## src/sfp_pkg.sv

```systemverilog
// Shared types, codes and the CRC-CCITT byte update for the sync frame parser.
// No dependencies; every other file of the parser but sfp_ram takes names from here by scope.
`default_nettype none

package sfp_pkg;

    // Sizes fixed by the field widths
    localparam int PLEN_W                = 7;
    localparam int DEFAULT_PAYLOAD_DEPTH = 64;

    // Configuration register indexes
    localparam logic [2:0] REG_CHECKSUM_MODE   = 3'd0;
    localparam logic [2:0] REG_STUFFING_ENABLE = 3'd1;
    localparam logic [2:0] REG_LENGTH_MINIMUM  = 3'd2;
    localparam logic [2:0] REG_LENGTH_MAXIMUM  = 3'd3;
    localparam logic [2:0] REG_CODE_START      = 3'd4;
    localparam logic [2:0] REG_CODE_STOP       = 3'd5;
    localparam logic [2:0] REG_CODE_PING       = 3'd6;
    localparam logic [2:0] REG_CODE_RESET      = 3'd7;

    // Result status codes
    localparam logic [1:0] STATUS_ABSORB = 2'd0;
    localparam logic [1:0] STATUS_REJECT = 2'd1;
    localparam logic [1:0] STATUS_VALID  = 2'd2;

    // Frame kind codes
    localparam logic [2:0] KIND_START   = 3'd0;
    localparam logic [2:0] KIND_STOP    = 3'd1;
    localparam logic [2:0] KIND_PING    = 3'd2;
    localparam logic [2:0] KIND_RESET   = 3'd3;
    localparam logic [2:0] KIND_UNKNOWN = 3'd4;

    // Link bytes and check constants
    localparam logic [7:0]  FRAME_FLAG = 8'hAA;
    localparam logic [7:0]  ESC_BYTE   = 8'h7D;
    localparam logic [7:0]  ESC_XOR    = 8'h20;
    localparam logic [15:0] CRC_INIT   = 16'hFFFF;
    localparam logic [15:0] CRC_POLY   = 16'h1021;
    localparam logic [15:0] CNT_MAX    = 16'hFFFF;

    // Configuration seen by the front end
    typedef struct packed {
        logic       checksum_mode;
        logic       stuffing_enable;
        logic [7:0] length_minimum;
        logic [7:0] length_maximum;
        logic [7:0] code_start;
        logic [7:0] code_stop;
        logic [7:0] code_ping;
        logic [7:0] code_reset;
    } cfg_t;

    // One queued command: a single result, or a whole valid frame to drain
    typedef struct packed {
        logic              is_frame;
        logic [1:0]        status;
        logic [2:0]        kind;
        logic [7:0]        ftype;
        logic [PLEN_W-1:0] plen;
        logic [15:0]       inv_cnt;
    } cmd_t;

    // CRC-CCITT, MSB first, one byte
    function automatic logic [15:0] crc_byte(input logic [15:0] crc_in, input logic [7:0] d);
        logic [15:0] c;
        c = crc_in ^ {d, 8'h00};
        for (int i = 0; i < 8; i++) begin
            if (c[15]) begin
                c = {c[14:0], 1'b0} ^ CRC_POLY;
            end else begin
                c = {c[14:0], 1'b0};
            end
        end
        return c;
    endfunction

endpackage

`default_nettype wire

```

## src/sfp_ram.sv

```systemverilog
// Generic single-write, single-read RAM with registered read data.
// No dependencies.
`default_nettype none

module sfp_ram #(
    parameter int WIDTH = 8,
    parameter int DEPTH = 64
) (
    input  wire logic                                   aclk,
    input  wire logic                                   wr_en,
    input  wire logic [((DEPTH > 1) ? $clog2(DEPTH) : 1)-1:0] wr_addr,
    input  wire logic [WIDTH-1:0]                       wr_data,
    input  wire logic                                   rd_en,
    input  wire logic [((DEPTH > 1) ? $clog2(DEPTH) : 1)-1:0] rd_addr,
    output logic      [WIDTH-1:0]                       rd_data
);

    logic [WIDTH-1:0] mem [DEPTH];
    logic [WIDTH-1:0] rd_data_reg;

    // Write port and registered read port
    always_ff @(posedge aclk) begin
        if (wr_en) begin
            mem[wr_addr] <= wr_data;
        end
        if (rd_en) begin
            rd_data_reg <= mem[rd_addr];
        end
    end

    assign rd_data = rd_data_reg;

endmodule

`default_nettype wire

```

## src/sfp_front.sv

```systemverilog
// Front end: unstuffs bytes, walks the frame layout, updates the check and
// stores payload bytes. Pushes one command per beat. Uses sfp_pkg.
`default_nettype none

module sfp_front #(
    parameter int PAYLOAD_DEPTH = sfp_pkg::DEFAULT_PAYLOAD_DEPTH
) (
    input  wire logic                 aclk,
    input  wire logic                 aresetn,
    input  wire sfp_pkg::cfg_t        cfg,
    input  wire logic                 s_valid,
    output logic                      s_ready,
    input  wire logic [7:0]           s_rx_byte,
    output logic                      q_push,
    output sfp_pkg::cmd_t             q_push_data,
    input  wire logic                 q_full,
    input  wire logic                 frame_done,
    output logic                      ram_wr_en,
    output logic [((PAYLOAD_DEPTH > 1) ? $clog2(PAYLOAD_DEPTH) : 1)-1:0] ram_wr_addr,
    output logic [7:0]                ram_wr_data
);

    localparam int AW = (PAYLOAD_DEPTH > 1) ? $clog2(PAYLOAD_DEPTH) : 1;
    localparam int CW = $clog2(PAYLOAD_DEPTH + 1);

    localparam logic [2:0] PH_SYNC  = 3'd0;
    localparam logic [2:0] PH_LEN   = 3'd1;
    localparam logic [2:0] PH_TYPE  = 3'd2;
    localparam logic [2:0] PH_DATA  = 3'd3;
    localparam logic [2:0] PH_CRCLO = 3'd4;

    logic [2:0]    phase_reg, phase_next;
    logic          unstuff_reg, unstuff_next;
    logic [7:0]    flen_reg, flen_next;
    logic [7:0]    ftype_reg, ftype_next;
    logic [CW-1:0] pcount_reg, pcount_next;
    logic [15:0]   acc_reg, acc_next;
    logic [7:0]    chk_hi_reg, chk_hi_next;
    logic [15:0]   inv_reg, inv_next;
    logic          pend_reg, pend_next;

    logic          s_fire;
    logic [7:0]    b;
    logic          skip;
    logic          do_reject;
    logic          do_bump;
    logic          do_frame;
    logic [7:0]    chk_len;
    logic [7:0]    plen_lim;
    logic [2:0]    kind;
    sfp_pkg::cmd_t cmd;

    function automatic logic [15:0] acc_add(input logic mode, input logic [15:0] acc,
                                            input logic [7:0] d);
        logic [15:0] r;
        if (mode) begin
            r = sfp_pkg::crc_byte(acc, d);
        end else begin
            r = acc + {8'h00, d};
        end
        return r;
    endfunction

    // Hold input while the queue is full or a frame waits to drain from payload memory
    assign s_ready = !q_full && !pend_reg;
    assign s_fire  = s_valid && s_ready;

    // Classify the type byte
    always_comb begin
        if (ftype_reg == cfg.code_start) begin
            kind = sfp_pkg::KIND_START;
        end else if (ftype_reg == cfg.code_stop) begin
            kind = sfp_pkg::KIND_STOP;
        end else if (ftype_reg == cfg.code_ping) begin
            kind = sfp_pkg::KIND_PING;
        end else if (ftype_reg == cfg.code_reset) begin
            kind = sfp_pkg::KIND_RESET;
        end else begin
            kind = sfp_pkg::KIND_UNKNOWN;
        end
    end

    // Decode one beat
    always_comb begin
        b            = s_rx_byte;
        skip         = 1'b0;
        unstuff_next = unstuff_reg;
        phase_next   = phase_reg;
        flen_next    = flen_reg;
        ftype_next   = ftype_reg;
        pcount_next  = pcount_reg;
        acc_next     = acc_reg;
        chk_hi_next  = chk_hi_reg;
        inv_next     = inv_reg;
        do_reject    = 1'b0;
        do_bump      = 1'b0;
        do_frame     = 1'b0;
        ram_wr_en    = 1'b0;
        chk_len      = cfg.checksum_mode ? 8'd3 : 8'd2;
        plen_lim     = flen_reg - chk_len;
        cmd          = '0;
        cmd.status   = sfp_pkg::STATUS_ABSORB;

        // Drop escapes and flip the escaped byte
        if (cfg.stuffing_enable) begin
            if (unstuff_reg) begin
                b            = s_rx_byte ^ sfp_pkg::ESC_XOR;
                unstuff_next = 1'b0;
            end else if (s_rx_byte == sfp_pkg::ESC_BYTE) begin
                unstuff_next = 1'b1;
                skip         = 1'b1;
            end
        end else begin
            unstuff_next = 1'b0;
        end

        if (!skip) begin
            case (phase_reg)
                PH_SYNC: begin
                    if (b == sfp_pkg::FRAME_FLAG) begin
                        phase_next = PH_LEN;
                    end else begin
                        do_bump = 1'b1;
                    end
                end
                PH_LEN: begin
                    if (b < cfg.length_minimum || b > cfg.length_maximum) begin
                        do_reject = 1'b1;
                    end else begin
                        flen_next   = b;
                        pcount_next = '0;
                        acc_next    = cfg.checksum_mode ?
                                      sfp_pkg::crc_byte(sfp_pkg::CRC_INIT, b) : {8'h00, b};
                        phase_next  = PH_TYPE;
                    end
                end
                PH_TYPE: begin
                    ftype_next  = b;
                    pcount_next = '0;
                    acc_next    = acc_add(cfg.checksum_mode, acc_reg, b);
                    phase_next  = PH_DATA;
                end
                PH_DATA: begin
                    if (flen_reg < chk_len) begin
                        do_reject = 1'b1;
                    end else if (8'(pcount_reg) < plen_lim) begin
                        if (32'(pcount_reg) >= PAYLOAD_DEPTH) begin
                            do_reject = 1'b1;
                        end else begin
                            ram_wr_en   = s_fire;
                            pcount_next = pcount_reg + CW'(1);
                            acc_next    = acc_add(cfg.checksum_mode, acc_reg, b);
                        end
                    end else if (cfg.checksum_mode) begin
                        chk_hi_next = b;
                        phase_next  = PH_CRCLO;
                    end else if (b != ~acc_reg[7:0]) begin
                        do_reject = 1'b1;
                    end else begin
                        do_frame = 1'b1;
                    end
                end
                PH_CRCLO: begin
                    if ({chk_hi_reg, b} != acc_reg) begin
                        do_reject = 1'b1;
                    end else begin
                        do_frame = 1'b1;
                    end
                end
                default: begin
                    do_reject = 1'b1;
                end
            endcase
        end

        // Reject: count it and go back to hunting for sync
        if (do_reject) begin
            do_bump    = 1'b1;
            phase_next = PH_SYNC;
            cmd.status = sfp_pkg::STATUS_REJECT;
        end
        if (do_bump && inv_reg != sfp_pkg::CNT_MAX) begin
            inv_next = inv_reg + 16'd1;
        end

        // Good frame: clear the counter and hand the frame to the back end
        if (do_frame) begin
            inv_next     = '0;
            phase_next   = PH_SYNC;
            cmd.is_frame = 1'b1;
            cmd.status   = sfp_pkg::STATUS_VALID;
            cmd.kind     = kind;
            cmd.ftype    = ftype_reg;
            cmd.plen     = sfp_pkg::PLEN_W'(pcount_reg);
        end
        cmd.inv_cnt = inv_next;
    end

    assign q_push      = s_fire;
    assign q_push_data = cmd;
    assign ram_wr_addr = pcount_reg[AW-1:0];
    assign ram_wr_data = b;

    // Frame pending: set on push of a frame, clear when the back end finishes it
    always_comb begin
        pend_next = pend_reg;
        if (s_fire && do_frame) begin
            pend_next = 1'b1;
        end else if (frame_done) begin
            pend_next = 1'b0;
        end
    end

    // Advance parse state on each accepted beat; the pending flag updates every cycle
    always_ff @(posedge aclk) begin
        if (!aresetn) begin
            phase_reg   <= PH_SYNC;
            unstuff_reg <= 1'b0;
            flen_reg    <= '0;
            ftype_reg   <= '0;
            pcount_reg  <= '0;
            acc_reg     <= '0;
            chk_hi_reg  <= '0;
            inv_reg     <= '0;
            pend_reg    <= 1'b0;
        end else begin
            pend_reg <= pend_next;
            if (s_fire) begin
                phase_reg   <= phase_next;
                unstuff_reg <= unstuff_next;
                flen_reg    <= flen_next;
                ftype_reg   <= ftype_next;
                pcount_reg  <= pcount_next;
                acc_reg     <= acc_next;
                chk_hi_reg  <= chk_hi_next;
                inv_reg     <= inv_next;
            end
        end
    end

`ifndef SYNTH
    a_pend_blocks_input: assert property (@(posedge aclk) disable iff (!aresetn)
        pend_reg |-> !s_ready)
        else $error("input taken while a frame drains");
    a_count_in_range: assert property (@(posedge aclk) disable iff (!aresetn)
        32'(pcount_reg) <= PAYLOAD_DEPTH)
        else $error("payload count beyond memory depth");
`endif

endmodule

`default_nettype wire

```

## src/sfp_queue.sv

```systemverilog
// Two-entry command queue between the front end and the back end.
// Uses sfp_pkg::cmd_t.
`default_nettype none

module sfp_queue (
    input  wire logic          aclk,
    input  wire logic          aresetn,
    input  wire logic          push,
    input  wire sfp_pkg::cmd_t push_data,
    output logic               full,
    input  wire logic          pop,
    output logic               head_valid,
    output sfp_pkg::cmd_t      head
);

    sfp_pkg::cmd_t slot_reg [2];
    logic          wr_ptr_reg, wr_ptr_next;
    logic          rd_ptr_reg, rd_ptr_next;
    logic [1:0]    cnt_reg, cnt_next;

    assign full       = (cnt_reg == 2'd2);
    assign head_valid = (cnt_reg != 2'd0);
    assign head       = slot_reg[rd_ptr_reg];

    // Pointer and fill updates
    always_comb begin
        wr_ptr_next = wr_ptr_reg;
        rd_ptr_next = rd_ptr_reg;
        cnt_next    = cnt_reg;
        if (push) begin
            wr_ptr_next = !wr_ptr_reg;
        end
        if (pop) begin
            rd_ptr_next = !rd_ptr_reg;
        end
        if (push && !pop) begin
            cnt_next = cnt_reg + 2'd1;
        end else if (pop && !push) begin
            cnt_next = cnt_reg - 2'd1;
        end
    end

    always_ff @(posedge aclk) begin
        if (!aresetn) begin
            wr_ptr_reg <= 1'b0;
            rd_ptr_reg <= 1'b0;
            cnt_reg    <= '0;
        end else begin
            wr_ptr_reg <= wr_ptr_next;
            rd_ptr_reg <= rd_ptr_next;
            cnt_reg    <= cnt_next;
        end
    end

    // Store the pushed command
    always_ff @(posedge aclk) begin
        if (push) begin
            slot_reg[wr_ptr_reg] <= push_data;
        end
    end

`ifndef SYNTH
    a_no_overflow: assert property (@(posedge aclk) disable iff (!aresetn)
        full |-> !push || pop)
        else $error("push into a full command queue");
    a_no_underflow: assert property (@(posedge aclk) disable iff (!aresetn)
        pop |-> head_valid)
        else $error("pop from an empty command queue");
`endif

endmodule

`default_nettype wire

```

## src/sfp_back.sv

```systemverilog
// Back end: turns queued commands into result beats, reading a valid frame's
// payload out of the payload memory one byte at a time. Uses sfp_pkg.
`default_nettype none

module sfp_back #(
    parameter int PAYLOAD_DEPTH = sfp_pkg::DEFAULT_PAYLOAD_DEPTH
) (
    input  wire logic                         aclk,
    input  wire logic                         aresetn,
    input  wire logic                         q_valid,
    input  wire sfp_pkg::cmd_t                q_head,
    output logic                              q_pop,
    output logic                              frame_done,
    output logic                              ram_rd_en,
    output logic [((PAYLOAD_DEPTH > 1) ? $clog2(PAYLOAD_DEPTH) : 1)-1:0] ram_rd_addr,
    input  wire logic [7:0]                   ram_rd_data,
    output logic                              m_valid,
    input  wire logic                         m_ready,
    output logic [1:0]                        m_status,
    output logic [2:0]                        m_frame_kind,
    output logic [7:0]                        m_frame_type,
    output logic [sfp_pkg::PLEN_W-1:0]        m_payload_length,
    output logic [7:0]                        m_payload_byte,
    output logic                              m_last,
    output logic [15:0]                       m_invalid_count
);

    localparam int AW = (PAYLOAD_DEPTH > 1) ? $clog2(PAYLOAD_DEPTH) : 1;

    localparam logic [1:0] B_IDLE = 2'd0;
    localparam logic [1:0] B_READ = 2'd1;
    localparam logic [1:0] B_DATA = 2'd2;

    logic [1:0]                 state_reg, state_next;
    logic [AW-1:0]              idx_reg, idx_next;
    logic                       m_valid_reg, m_valid_next;
    logic [1:0]                 status_reg, status_next;
    logic [2:0]                 kind_reg, kind_next;
    logic [7:0]                 ftype_reg, ftype_next;
    logic [sfp_pkg::PLEN_W-1:0] plen_reg, plen_next;
    logic [7:0]                 pbyte_reg, pbyte_next;
    logic                       last_reg, last_next;
    logic [15:0]                inv_reg, inv_next;
    logic                       out_free;
    logic                       load;
    logic                       is_last;

    assign out_free = !m_valid_reg || m_ready;
    assign is_last  = (sfp_pkg::PLEN_W'(idx_reg) + sfp_pkg::PLEN_W'(1)) == q_head.plen;

    // Sequence commands into result beats
    always_comb begin
        state_next = state_reg;
        idx_next   = idx_reg;
        q_pop      = 1'b0;
        ram_rd_en  = 1'b0;
        load       = 1'b0;
        pbyte_next = 8'h00;
        last_next  = 1'b1;
        case (state_reg)
            B_IDLE: begin
                if (q_valid) begin
                    if (!q_head.is_frame || q_head.plen == '0) begin
                        if (out_free) begin
                            load  = 1'b1;
                            q_pop = 1'b1;
                        end
                    end else begin
                        idx_next   = '0;
                        state_next = B_READ;
                    end
                end
            end
            B_READ: begin
                ram_rd_en  = 1'b1;
                state_next = B_DATA;
            end
            B_DATA: begin
                if (out_free) begin
                    load       = 1'b1;
                    pbyte_next = ram_rd_data;
                    last_next  = is_last;
                    if (is_last) begin
                        q_pop      = 1'b1;
                        state_next = B_IDLE;
                    end else begin
                        idx_next   = idx_reg + AW'(1);
                        state_next = B_READ;
                    end
                end
            end
            default: begin
                state_next = B_IDLE;
            end
        endcase
    end

    assign frame_done  = q_pop && q_head.is_frame;
    assign ram_rd_addr = idx_reg;

    // Output register: load a new beat, drop the taken one
    always_comb begin
        m_valid_next = m_valid_reg;
        status_next  = status_reg;
        kind_next    = kind_reg;
        ftype_next   = ftype_reg;
        plen_next    = plen_reg;
        inv_next     = inv_reg;
        if (load) begin
            m_valid_next = 1'b1;
            status_next  = q_head.status;
            kind_next    = q_head.kind;
            ftype_next   = q_head.ftype;
            plen_next    = q_head.plen;
            inv_next     = q_head.inv_cnt;
        end else if (m_ready) begin
            m_valid_next = 1'b0;
        end
    end

    always_ff @(posedge aclk) begin
        if (!aresetn) begin
            state_reg   <= B_IDLE;
            idx_reg     <= '0;
            m_valid_reg <= 1'b0;
        end else begin
            state_reg   <= state_next;
            idx_reg     <= idx_next;
            m_valid_reg <= m_valid_next;
        end
    end

    // Hold result fields
    always_ff @(posedge aclk) begin
        status_reg <= status_next;
        kind_reg   <= kind_next;
        ftype_reg  <= ftype_next;
        plen_reg   <= plen_next;
        inv_reg    <= inv_next;
        if (load) begin
            pbyte_reg <= pbyte_next;
            last_reg  <= last_next;
        end
    end

    assign m_valid          = m_valid_reg;
    assign m_status         = status_reg;
    assign m_frame_kind     = kind_reg;
    assign m_frame_type     = ftype_reg;
    assign m_payload_length = plen_reg;
    assign m_payload_byte   = pbyte_reg;
    assign m_last           = last_reg;
    assign m_invalid_count  = inv_reg;

`ifndef SYNTH
    a_drain_has_frame: assert property (@(posedge aclk) disable iff (!aresetn)
        (state_reg == B_READ || state_reg == B_DATA) |-> (q_valid && q_head.is_frame))
        else $error("payload drain without a frame at queue head");
    a_single_is_last: assert property (@(posedge aclk) disable iff (!aresetn)
        (m_valid_reg && status_reg != sfp_pkg::STATUS_VALID) |-> last_reg)
        else $error("absorb or reject beat not marked last");
`endif

endmodule

`default_nettype wire

```

## src/sync_frame_parser_crc16_stuffing_top.sv

```systemverilog
// Top level of the byte-stuffed frame parser: configuration registers, front
// end, command queue, payload memory and back end. Uses sfp_pkg and all sfp_ modules.
//
//  channel   direction  signals                                   beat
//  s_        in         s_valid/s_ready, s_rx_byte                one received byte
//  m_        out        m_valid/m_ready, status .. invalid_count   one result
//  cfg_      in         cfg_we, cfg_addr, cfg_wdata               one register write
//
//  An input byte is taken whenever the command queue has room and no frame waits to drain.
//  A byte that is absorbed or rejected yields one result through the queue and output register.
//  A valid frame drains its payload from the payload memory one result at a time
//  (address state, then registered read); input is held off meanwhile.
//  aresetn is synchronous and active low; the payload memory is not cleared.
//  Either side may stall at any time; the output register and queue decouple them.
`default_nettype none

module sync_frame_parser_crc16_stuffing_top #(
    parameter int PAYLOAD_DEPTH = sfp_pkg::DEFAULT_PAYLOAD_DEPTH
) (
    input  wire logic                         aclk,
    input  wire logic                         aresetn,
    input  wire logic                         cfg_we,
    input  wire logic [2:0]                   cfg_addr,
    input  wire logic [7:0]                   cfg_wdata,
    input  wire logic                         s_valid,
    output logic                              s_ready,
    input  wire logic [7:0]                   s_rx_byte,
    output logic                              m_valid,
    input  wire logic                         m_ready,
    output logic [1:0]                        m_status,
    output logic [2:0]                        m_frame_kind,
    output logic [7:0]                        m_frame_type,
    output logic [sfp_pkg::PLEN_W-1:0]        m_payload_length,
    output logic [7:0]                        m_payload_byte,
    output logic                              m_last,
    output logic [15:0]                       m_invalid_count
);

    localparam int AW = (PAYLOAD_DEPTH > 1) ? $clog2(PAYLOAD_DEPTH) : 1;

    sfp_pkg::cfg_t cfg_reg;
    sfp_pkg::cmd_t push_data;
    sfp_pkg::cmd_t head;
    logic          q_push;
    logic          q_full;
    logic          q_pop;
    logic          head_valid;
    logic          frame_done;
    logic          wr_en;
    logic [AW-1:0] wr_addr;
    logic [7:0]    wr_data;
    logic          rd_en;
    logic [AW-1:0] rd_addr;
    logic [7:0]    rd_data;

    // Configuration registers
    always_ff @(posedge aclk) begin
        if (!aresetn) begin
            cfg_reg.checksum_mode   <= 1'b1;
            cfg_reg.stuffing_enable <= 1'b1;
            cfg_reg.length_minimum  <= 8'd3;
            cfg_reg.length_maximum  <= 8'd67;
            cfg_reg.code_start      <= 8'd1;
            cfg_reg.code_stop       <= 8'd2;
            cfg_reg.code_ping       <= 8'd3;
            cfg_reg.code_reset      <= 8'd4;
        end else if (cfg_we) begin
            case (cfg_addr)
                sfp_pkg::REG_CHECKSUM_MODE:   cfg_reg.checksum_mode   <= cfg_wdata[0];
                sfp_pkg::REG_STUFFING_ENABLE: cfg_reg.stuffing_enable <= cfg_wdata[0];
                sfp_pkg::REG_LENGTH_MINIMUM:  cfg_reg.length_minimum  <= cfg_wdata;
                sfp_pkg::REG_LENGTH_MAXIMUM:  cfg_reg.length_maximum  <= cfg_wdata;
                sfp_pkg::REG_CODE_START:      cfg_reg.code_start      <= cfg_wdata;
                sfp_pkg::REG_CODE_STOP:       cfg_reg.code_stop       <= cfg_wdata;
                sfp_pkg::REG_CODE_PING:       cfg_reg.code_ping       <= cfg_wdata;
                sfp_pkg::REG_CODE_RESET:      cfg_reg.code_reset      <= cfg_wdata;
                default: begin
                end
            endcase
        end
    end

    sfp_front #(
        .PAYLOAD_DEPTH(PAYLOAD_DEPTH)
    ) u_front (
        .aclk        (aclk),
        .aresetn     (aresetn),
        .cfg         (cfg_reg),
        .s_valid     (s_valid),
        .s_ready     (s_ready),
        .s_rx_byte   (s_rx_byte),
        .q_push      (q_push),
        .q_push_data (push_data),
        .q_full      (q_full),
        .frame_done  (frame_done),
        .ram_wr_en   (wr_en),
        .ram_wr_addr (wr_addr),
        .ram_wr_data (wr_data)
    );

    sfp_queue u_queue (
        .aclk       (aclk),
        .aresetn    (aresetn),
        .push       (q_push),
        .push_data  (push_data),
        .full       (q_full),
        .pop        (q_pop),
        .head_valid (head_valid),
        .head       (head)
    );

    sfp_ram #(
        .WIDTH(8),
        .DEPTH(PAYLOAD_DEPTH)
    ) u_payload_ram (
        .aclk    (aclk),
        .wr_en   (wr_en),
        .wr_addr (wr_addr),
        .wr_data (wr_data),
        .rd_en   (rd_en),
        .rd_addr (rd_addr),
        .rd_data (rd_data)
    );

    sfp_back #(
        .PAYLOAD_DEPTH(PAYLOAD_DEPTH)
    ) u_back (
        .aclk             (aclk),
        .aresetn          (aresetn),
        .q_valid          (head_valid),
        .q_head           (head),
        .q_pop            (q_pop),
        .frame_done       (frame_done),
        .ram_rd_en        (rd_en),
        .ram_rd_addr      (rd_addr),
        .ram_rd_data      (rd_data),
        .m_valid          (m_valid),
        .m_ready          (m_ready),
        .m_status         (m_status),
        .m_frame_kind     (m_frame_kind),
        .m_frame_type     (m_frame_type),
        .m_payload_length (m_payload_length),
        .m_payload_byte   (m_payload_byte),
        .m_last           (m_last),
        .m_invalid_count  (m_invalid_count)
    );

endmodule

`default_nettype wire

```

## config.mk

```make
export PLATFORM = sky130hd
export DESIGN_NAME = sync_frame_parser_crc16_stuffing_top
export DESIGN_NICKNAME = d
export VERILOG_FILES = /design/src/sfp_pkg.sv /design/src/sfp_ram.sv /design/src/sfp_front.sv /design/src/sfp_queue.sv /design/src/sfp_back.sv /design/src/sync_frame_parser_crc16_stuffing_top.sv
export SDC_FILE = /design/constraint.sdc
export NUM_CORES = 1
export LEC_CHECK = 0
export ABC_AREA = 1
export BUFFER_PORTS_ARGS = -buffer_cell sky130_fd_sc_hd__buf_2
export CAP_MARGIN = 40
export CELL_PAD_IN_SITES_DETAIL_PLACEMENT = 1
export CELL_PAD_IN_SITES_GLOBAL_PLACEMENT = 1
export CORE_UTILIZATION = 35
export CTS_CLUSTER_SIZE = 28
export DETAILED_ROUTE_END_ITERATION = 6
export PLACE_DENSITY = 0.57
export SLEW_MARGIN = 20
export SYNTH_ARGS = -nofsm -noshare
export SYNTH_HDL_FRONTEND = slang
export SYNTH_HIERARCHICAL = 1
export SYNTH_SLANG_ARGS = --single-unit
```

## constraint.sdc

```tcl
create_clock -name aclk -period 7.14 [get_ports aclk]
set_input_delay 0.714 -clock aclk [delete_from_list [all_inputs] [get_ports aclk]]
set_output_delay 0.714 -clock aclk [all_outputs]
set_load 0.005 [all_outputs]
```

### Word level (Yosys, flattened, before mapping)

Memories as Yosys holds them, arrays and structs flattened. A register that Yosys moved wholly into a read port is not among the register bits.
Index checks and enable logic that the tools add are counted.
W data, S select, Z words.

* muxes and demuxes: 197
* reductions and logical operators: 46
* equality and inequality tests: 38
* bitwise logic cells: 31
* add/subtract/negate cells: 8
* magnitude comparators: 5

Operators with widths (count)
* $mux W16: 92
* $mux W13: 23
* $not A3 Y3: 23
* $pmux W16 S3: 1
* $mux W1: 45
* $mux W3: 12
* $mux W6: 6
* $eq A8 B8 Y1: 4
* $mux W7: 4
* $mux W21: 1
* $pmux W7 S3: 1
* $reduce_and A2 Y1: 9
* $add A16 B1 Y16 const B: 1
* $add A16 B8 Y16: 1
* $lt A8 B8 Y1: 2
* $ne A16 B16 Y1: 1
* $ne A16 B16 Y1 const B: 1
* $ne A4 B2 Y1 const B: 4
* $not A16 Y16: 1
* $xor A16 B16 Y16: 1
* $eq A3 B3 Y1 const B: 5
* $eq A3 B2 Y1 const B: 4
* $ne A2 B2 Y1 const B: 6
* $pmux W3 S4: 1
* other kinds (42): 76

* memories kept: 2
* logic and storage cells: 357
* output and inout bits: 47
* flip-flop bits (word level): 176
* input bits: 24
* bits in writable memories: 586

Memory list
* u_payload_ram.mem: depth 64, width 8, read ports 1, clocked after memory_dff 1, wr ports 1, RTL line sfp_ram.sv:18 `logic [WIDTH-1:0] mem [DEPTH];`
* u_queue.slot_reg: depth 2, width 37, read ports 1, clocked after memory_dff 1, wr ports 1, RTL line sfp_queue.sv:16 `sfp_pkg::cmd_t slot_reg [2];`

### Depth between registers and ports, before layout

* word-level depth: 67
* gate-level depth with buffers: 22
* depth with buffers taken out: 22

### Cells and area by module

The synthesis kept the hierarchy.

Modules (own cells, without submodules)
* sfp_ram: sequential area each 15615.0 um^2, area an instance 21385.5 um^2, cells an instance 1819, instances 1
* sfp_front: sequential area each 1361.3 um^2, area an instance 6282.3 um^2, cells an instance 959, instances 1
* sfp_queue: sequential area each 2322.2 um^2, area an instance 3050.4 um^2, cells an instance 150, instances 1
* sfp_back: sequential area each 1531.5 um^2, area an instance 2132.0 um^2, cells an instance 188, instances 1
* sync_frame_parser_crc16_stuffing_top: sequential area each 1001.0 um^2, area an instance 1948.1 um^2, cells an instance 282, instances 1

### Worst setup path before layout

No wires, ideal clock.

* kind: reg2reg
* start: register (tool-made name)
* end: register u_back.kind_reg[0] (netlist: u_back/m_frame_kind[0]), enable pin
* path buffers: 2
* setup time: 0.512 ns
* stages on the path, launching flop included: 9
* period minus slack after synthesis: 5.118 ns
* path slack: 2.022 ns
* data required time: 6.628 ns
* data arrival time: 4.606 ns
* path through: dfxtp_1 buf_6 buf_12 mux2_4 nor2_1 nand3_1 o21ai_0 nand3_1 o21ai_0

RTL lines
* end signal: assignment: RTL line sfp_back.sv:136 `kind_reg <= kind_next;`
* end: declaration: RTL line sfp_back.sv:38 `logic [2:0] kind_reg, kind_next;`

### Worst setup path in the final report

* start: register cfg_reg[49] in the netlist's numbering
* end: memory u_payload_ram.mem[48][5], enable pin

* word-level cells in the longest chain between the ends: 9
* elaborated cells on any way between the ends: 10
* classes of those cells: add/sub: 1; order compare: 2; mux: 7

Ends and longest elaborated chain
* start: declaration: RTL line sync_frame_parser_crc16_stuffing_top.sv:41 `sfp_pkg::cfg_t cfg_reg;`
* $mux W1 (*): RTL line sfp_front.sv:99 `chk_len = cfg.checksum_mode ? 8'd3 : 8'd2;`
* $sub A8 B8 Y8: RTL line sfp_front.sv:100 `plen_lim = flen_reg - chk_len;`
* $lt A7 B8 Y1: RTL line sfp_front.sv:146 `end else if (8'(pcount_reg) < plen_lim) begin`
* $mux W1: RTL line sfp_front.sv:146
* $mux W1 (*): RTL line sfp_front.sv:144 `if (flen_reg < chk_len) begin`
* $mux W1 (*): RTL line sfp_front.sv:118 `case (phase_reg)`
* $mux W1 (*): RTL line sfp_front.sv:117 `if (!skip) begin`
* net wr_en: RTL line sync_frame_parser_crc16_stuffing_top.sv:49 `logic wr_en;`
* $mux W1 (*): RTL line sfp_ram.sv:23 `if (wr_en) begin`
* $mux W1 (not written as such) (*): RTL line sfp_ram.sv:24 `mem[wr_addr] <= wr_data;`
* end: declaration: RTL line sfp_ram.sv:18

Mark *: on every way through the listed nets, which the timed path passes. The rest lies on a longest branch.

==> results.md <==
- Fin cells: approximately 4.8k
- Overall Global Routing Usage: about 21%
- Drt first pass iters: 7
- Vias in the first global route: 25.7k
- # clock sinks: around 770
- CTS resizes: 0
- Pins Over Slew Limit: 0
- Final core occ: between 30% and 40%
- FFs w/ async S/R, synth: 0%
- Top sig layer: met4
- CP Max Fanout: 10
- Port buffer count: 70
- Slowest CP cell: nor2_1
- CTS tree: yes
- Post-route cell area: 0.0391 mm^2
- Chip width: ~320 um
- Crit path max-delay family: simple AND/OR/NAND/NOR gates
- Critical path class: flop to flop
- Layout Nets: roughly 3.5k
- H-tree levels: 3
- Met2 wire len: approximately 50 mm
- Initial DRC count: roughly 1.4k
- Hold Vio Cnt, Final: 0
- Skew final: around 0.027 ns
- WL met3: between 3 and 4 mm
- Max Clk Rate: ~240 MHz
- Number of flops mapped to enable cells by yosys: between 600 and 700
- Clock tree buffer depth: 3
- Slew headroom: around 45%
- Dpl hpwl: 67.5 mm
- Syn Nets: 3460
- Largest net degree at the start of global routing: approximately 100
- Worst Path Arrival: 4.46 ns
- Post-placement cell count: about 4.6k
- Delay of the slowest critical-path stage: just under 0.8 ns
- Hold depth: 3
- Critical path depth: 17
- Initial antenna violation count: 0
- Die area: 0.101 mm^2
- Final WL: about 100 mm
- Leakage: 0.0147 uW
- P per Cell Area: approximately 370 mW/mm^2
- Primary FF master, synth: edfxtp_1
- Mean post-synth cell area: approximately 10 um^2
- Max-cap violations: 0
- Clock-pin slew on the worst setup and hold paths: approximately 0.060 ns
- Post-Synthesis Cell Area: about 0.035 mm^2
- Vias per inst: ~5.1
- Root Buffer: clkbuf_16
- Initial core utilization: 35.4%
- Number of antenna diodes: 0
- WL met1: ~47 mm
- Die height: between 300 and 400 um
- Latest clock arrival within the worst-skew pair: 0.65 ns
- FP Rows: around 120
- DRC: 0
- First-pass GRT wire length: 157 mm
- Nature of the critical path endpoint: flop
- Yosys cell types: 64
- CP cell instances: ha_1 -> inv_1 -> ha_1 -> nor2_1 -> nand2_1 -> nor3_1 -> xor2_1 -> ha_1 -> and3_1 -> nand2_1 -> nand2_1 -> nand2_2 -> nand2_1 -> nor3_1 -> buf_4 -> nand4_1 -> nor2_1
- Worst-Margin Slew: between 0.8 and 0.9 ns
- Tot Pwr: 14300 uW
- Tcrit/Tclk final: approximately 60%
- Most common cell on crit path: nand2_1
- Crit path launch type: flop
- Routed WL per cell: between 20 and 25 um
- Status: completed
- # hold bufs at CTS: 0
- Final Setup Violations: 0
- Total clock buffers created by CTS: 87
- Post-CTS Setup Bufs: 0
- Ys Warns: 6
- Area Growth Syn to Fin: 12.3%
- Setup TNS: 0 ns
- VDD IR-drop max: about 220 uV
- Total gr overflow: 0
- FF-to-FF path depth: 17
- RSZ-0062 raised after global routing: no
- I/O pin count: between 70 and 80
- Detail Route Antenna Nets: 0
- Final Critical Period: ~4.2 ns
- Synthesized flop and latch total: roughly 770
- Crit path buf inv count: 2
- GPL Wtd Cong: 0.849
- Share of cells above drive strength 1: about 11%
- Seq/Total Area, Yosys: a little over three fifths
- WP data required: 7.41 ns
- Largest register FFs: 512
- CORE AREA: 0.0984 mm^2
- Syn Inst Count: around 3.4k
- DP Area: ~0.036 mm^2
- Total number of vias: between 20k and 25k
- Worst hold path type: primary input to flop
## synthesized netlist by cell type, types with 3 or more instances
| cell | n | area, um^2 |
|---|---|---|
| a211oi_1 | 4 | 30.0 |
| a21oi_1 | 84 | 420 |
| a21oi_2 | 17 | 149 |
| a31oi_1 | 6 | 37.5 |
| and3_1 | 3 | 18.8 |
| and3b_1 | 4 | 35.0 |
| buf_1 | 17 | 63.8 |
| buf_12 | 4 | 80.1 |
| buf_2 | 54 | 270 |
| buf_4 | 40 | 300 |
| buf_6 | 29 | 327 |
| clkbuf_1 | 32 | 120 |
| dfxtp_1 | 132 | 2640 |
| edfxtp_1 | 639 | 19200 |
| ha_1 | 37 | 463 |
| inv_1 | 186 | 698 |
| inv_2 | 12 | 45.0 |
| mux2_2 | 7 | 78.8 |
| mux2_4 | 30 | 450 |
| nand2_1 | 949 | 3560 |
| nand2_2 | 16 | 100 |
| nand2_4 | 5 | 56.3 |
| nand3_1 | 541 | 2710 |
| nand3_2 | 3 | 30.0 |
| nand3b_1 | 3 | 22.5 |
| nand4_1 | 22 | 138 |
| nor2_1 | 275 | 1030 |
| nor2_2 | 7 | 43.8 |
| nor2_4 | 3 | 33.8 |
| nor3_1 | 21 | 105 |
| nor3_2 | 3 | 30.0 |
| nor3b_1 | 4 | 30.0 |
| nor4_1 | 5 | 31.3 |
| o211ai_1 | 3 | 22.5 |
| o21ai_0 | 90 | 450 |
| o21ai_1 | 3 | 15.0 |
| o21ai_2 | 5 | 43.8 |
| or2_2 | 16 | 100 |
| xnor2_1 | 21 | 184 |
| xor2_1 | 36 | 315 |
## cell usage in the layout, fill, tap and decap left out, types with 5 or more instances in the layout
cell,synthesis,layout
a21oi_1,84,84
a21oi_2,17,17
a31oi_1,6,6
buf_16,0,12
buf_2,54,67
buf_4,40,34
bufinv_16,0,7
clkbuf_1,32,21
clkbuf_16,0,88
clkbuf_8,0,6
clkinv_1,2,12
clkinv_2,0,18
dfxtp_1,132,128
edfxtp_1,639,639
ha_1,37,37
inv_1,186,185
inv_2,12,12
mux2_2,7,7
mux2_4,30,30
nand2_1,949,949
nand2_2,16,16
nand2_4,5,5
nand3_1,541,541
nand4_1,22,22
nor2_1,275,274
nor2_2,7,7
nor3_1,21,21
nor4_1,5,5
o21ai_0,90,89
o21ai_2,5,5
or2_2,16,16
xnor2_1,21,21
xor2_1,36,36
## metrics by stage
stage	worst slack, ns	hold slack (ns)
2_1_floorplan	2.02	0.429
3_3_place_gp	2.92	0.444
3_5_place_dp	2.99	0.451
4_1_cts	2.99	0.280
5_1_grt	2.71	0.304
6_report	2.95	0.316
## layer usage
layer | GRT usage (%) | vias up
li1 | - | 11634
met1 | 27.3 | 12276
met2 | 35.2 | 439
met3 | 2.60 | 138
met4 | 5.68 | 0
met5 | 0 | -
## power by group
part / switching [uW] / internal (uW) / leakage, uW
Sequential: 266 / 5360 / 0.00689
Combinational: 2910 / 1300 / 0.00647
Clock: 1850 / 2590 / 0.00137
## worst register-to-register path: cells and delay by family, from the launching register on
kind / cells / cell delay, ns
adders and majority gates: 3 / 0.64
DFF: 1 / 0.34
xor gates and xnor gates: 1 / 0.19
buffers and inverters: 2 / 0.28
and+or+nand+nor: 11 / 2.38
## worst paths after layout
kind | start | endpoint | slack [ns]
max reg2reg | cfg_reg[49] | u_payload_ram/mem[48][5] | 2.95
min | cfg_wdata[6] | cfg_reg[38] | 0.32
min reg2reg | u_front/flen_reg[0] | u_front/flen_reg[0] | 0.46
max | cfg_reg[49] | u_payload_ram/mem[48][5] | 2.95
## cell families after synthesis
group,after synthesis,share of synthesized area [%]
flops,771,62.7
compound gates,226,3.68
buf+inv,379,5.61
fa+ha+maj,38,1.39
mux,37,1.52
simple gates,1887,23.4
xor+xnor,60,1.63
## layout make-up
class / count / area (um^2)
tap: 1287 / 1610
inverter: 201 / 762
clock inverter: 45 / 442
multi-input combinational: 2248 / 11000
sequential: 771 / 21800
clock buffer: 115 / 2360
timing repair buffer: 120 / 1030
fill: 10983 / 59300
(Power assumes the default switching activity.)
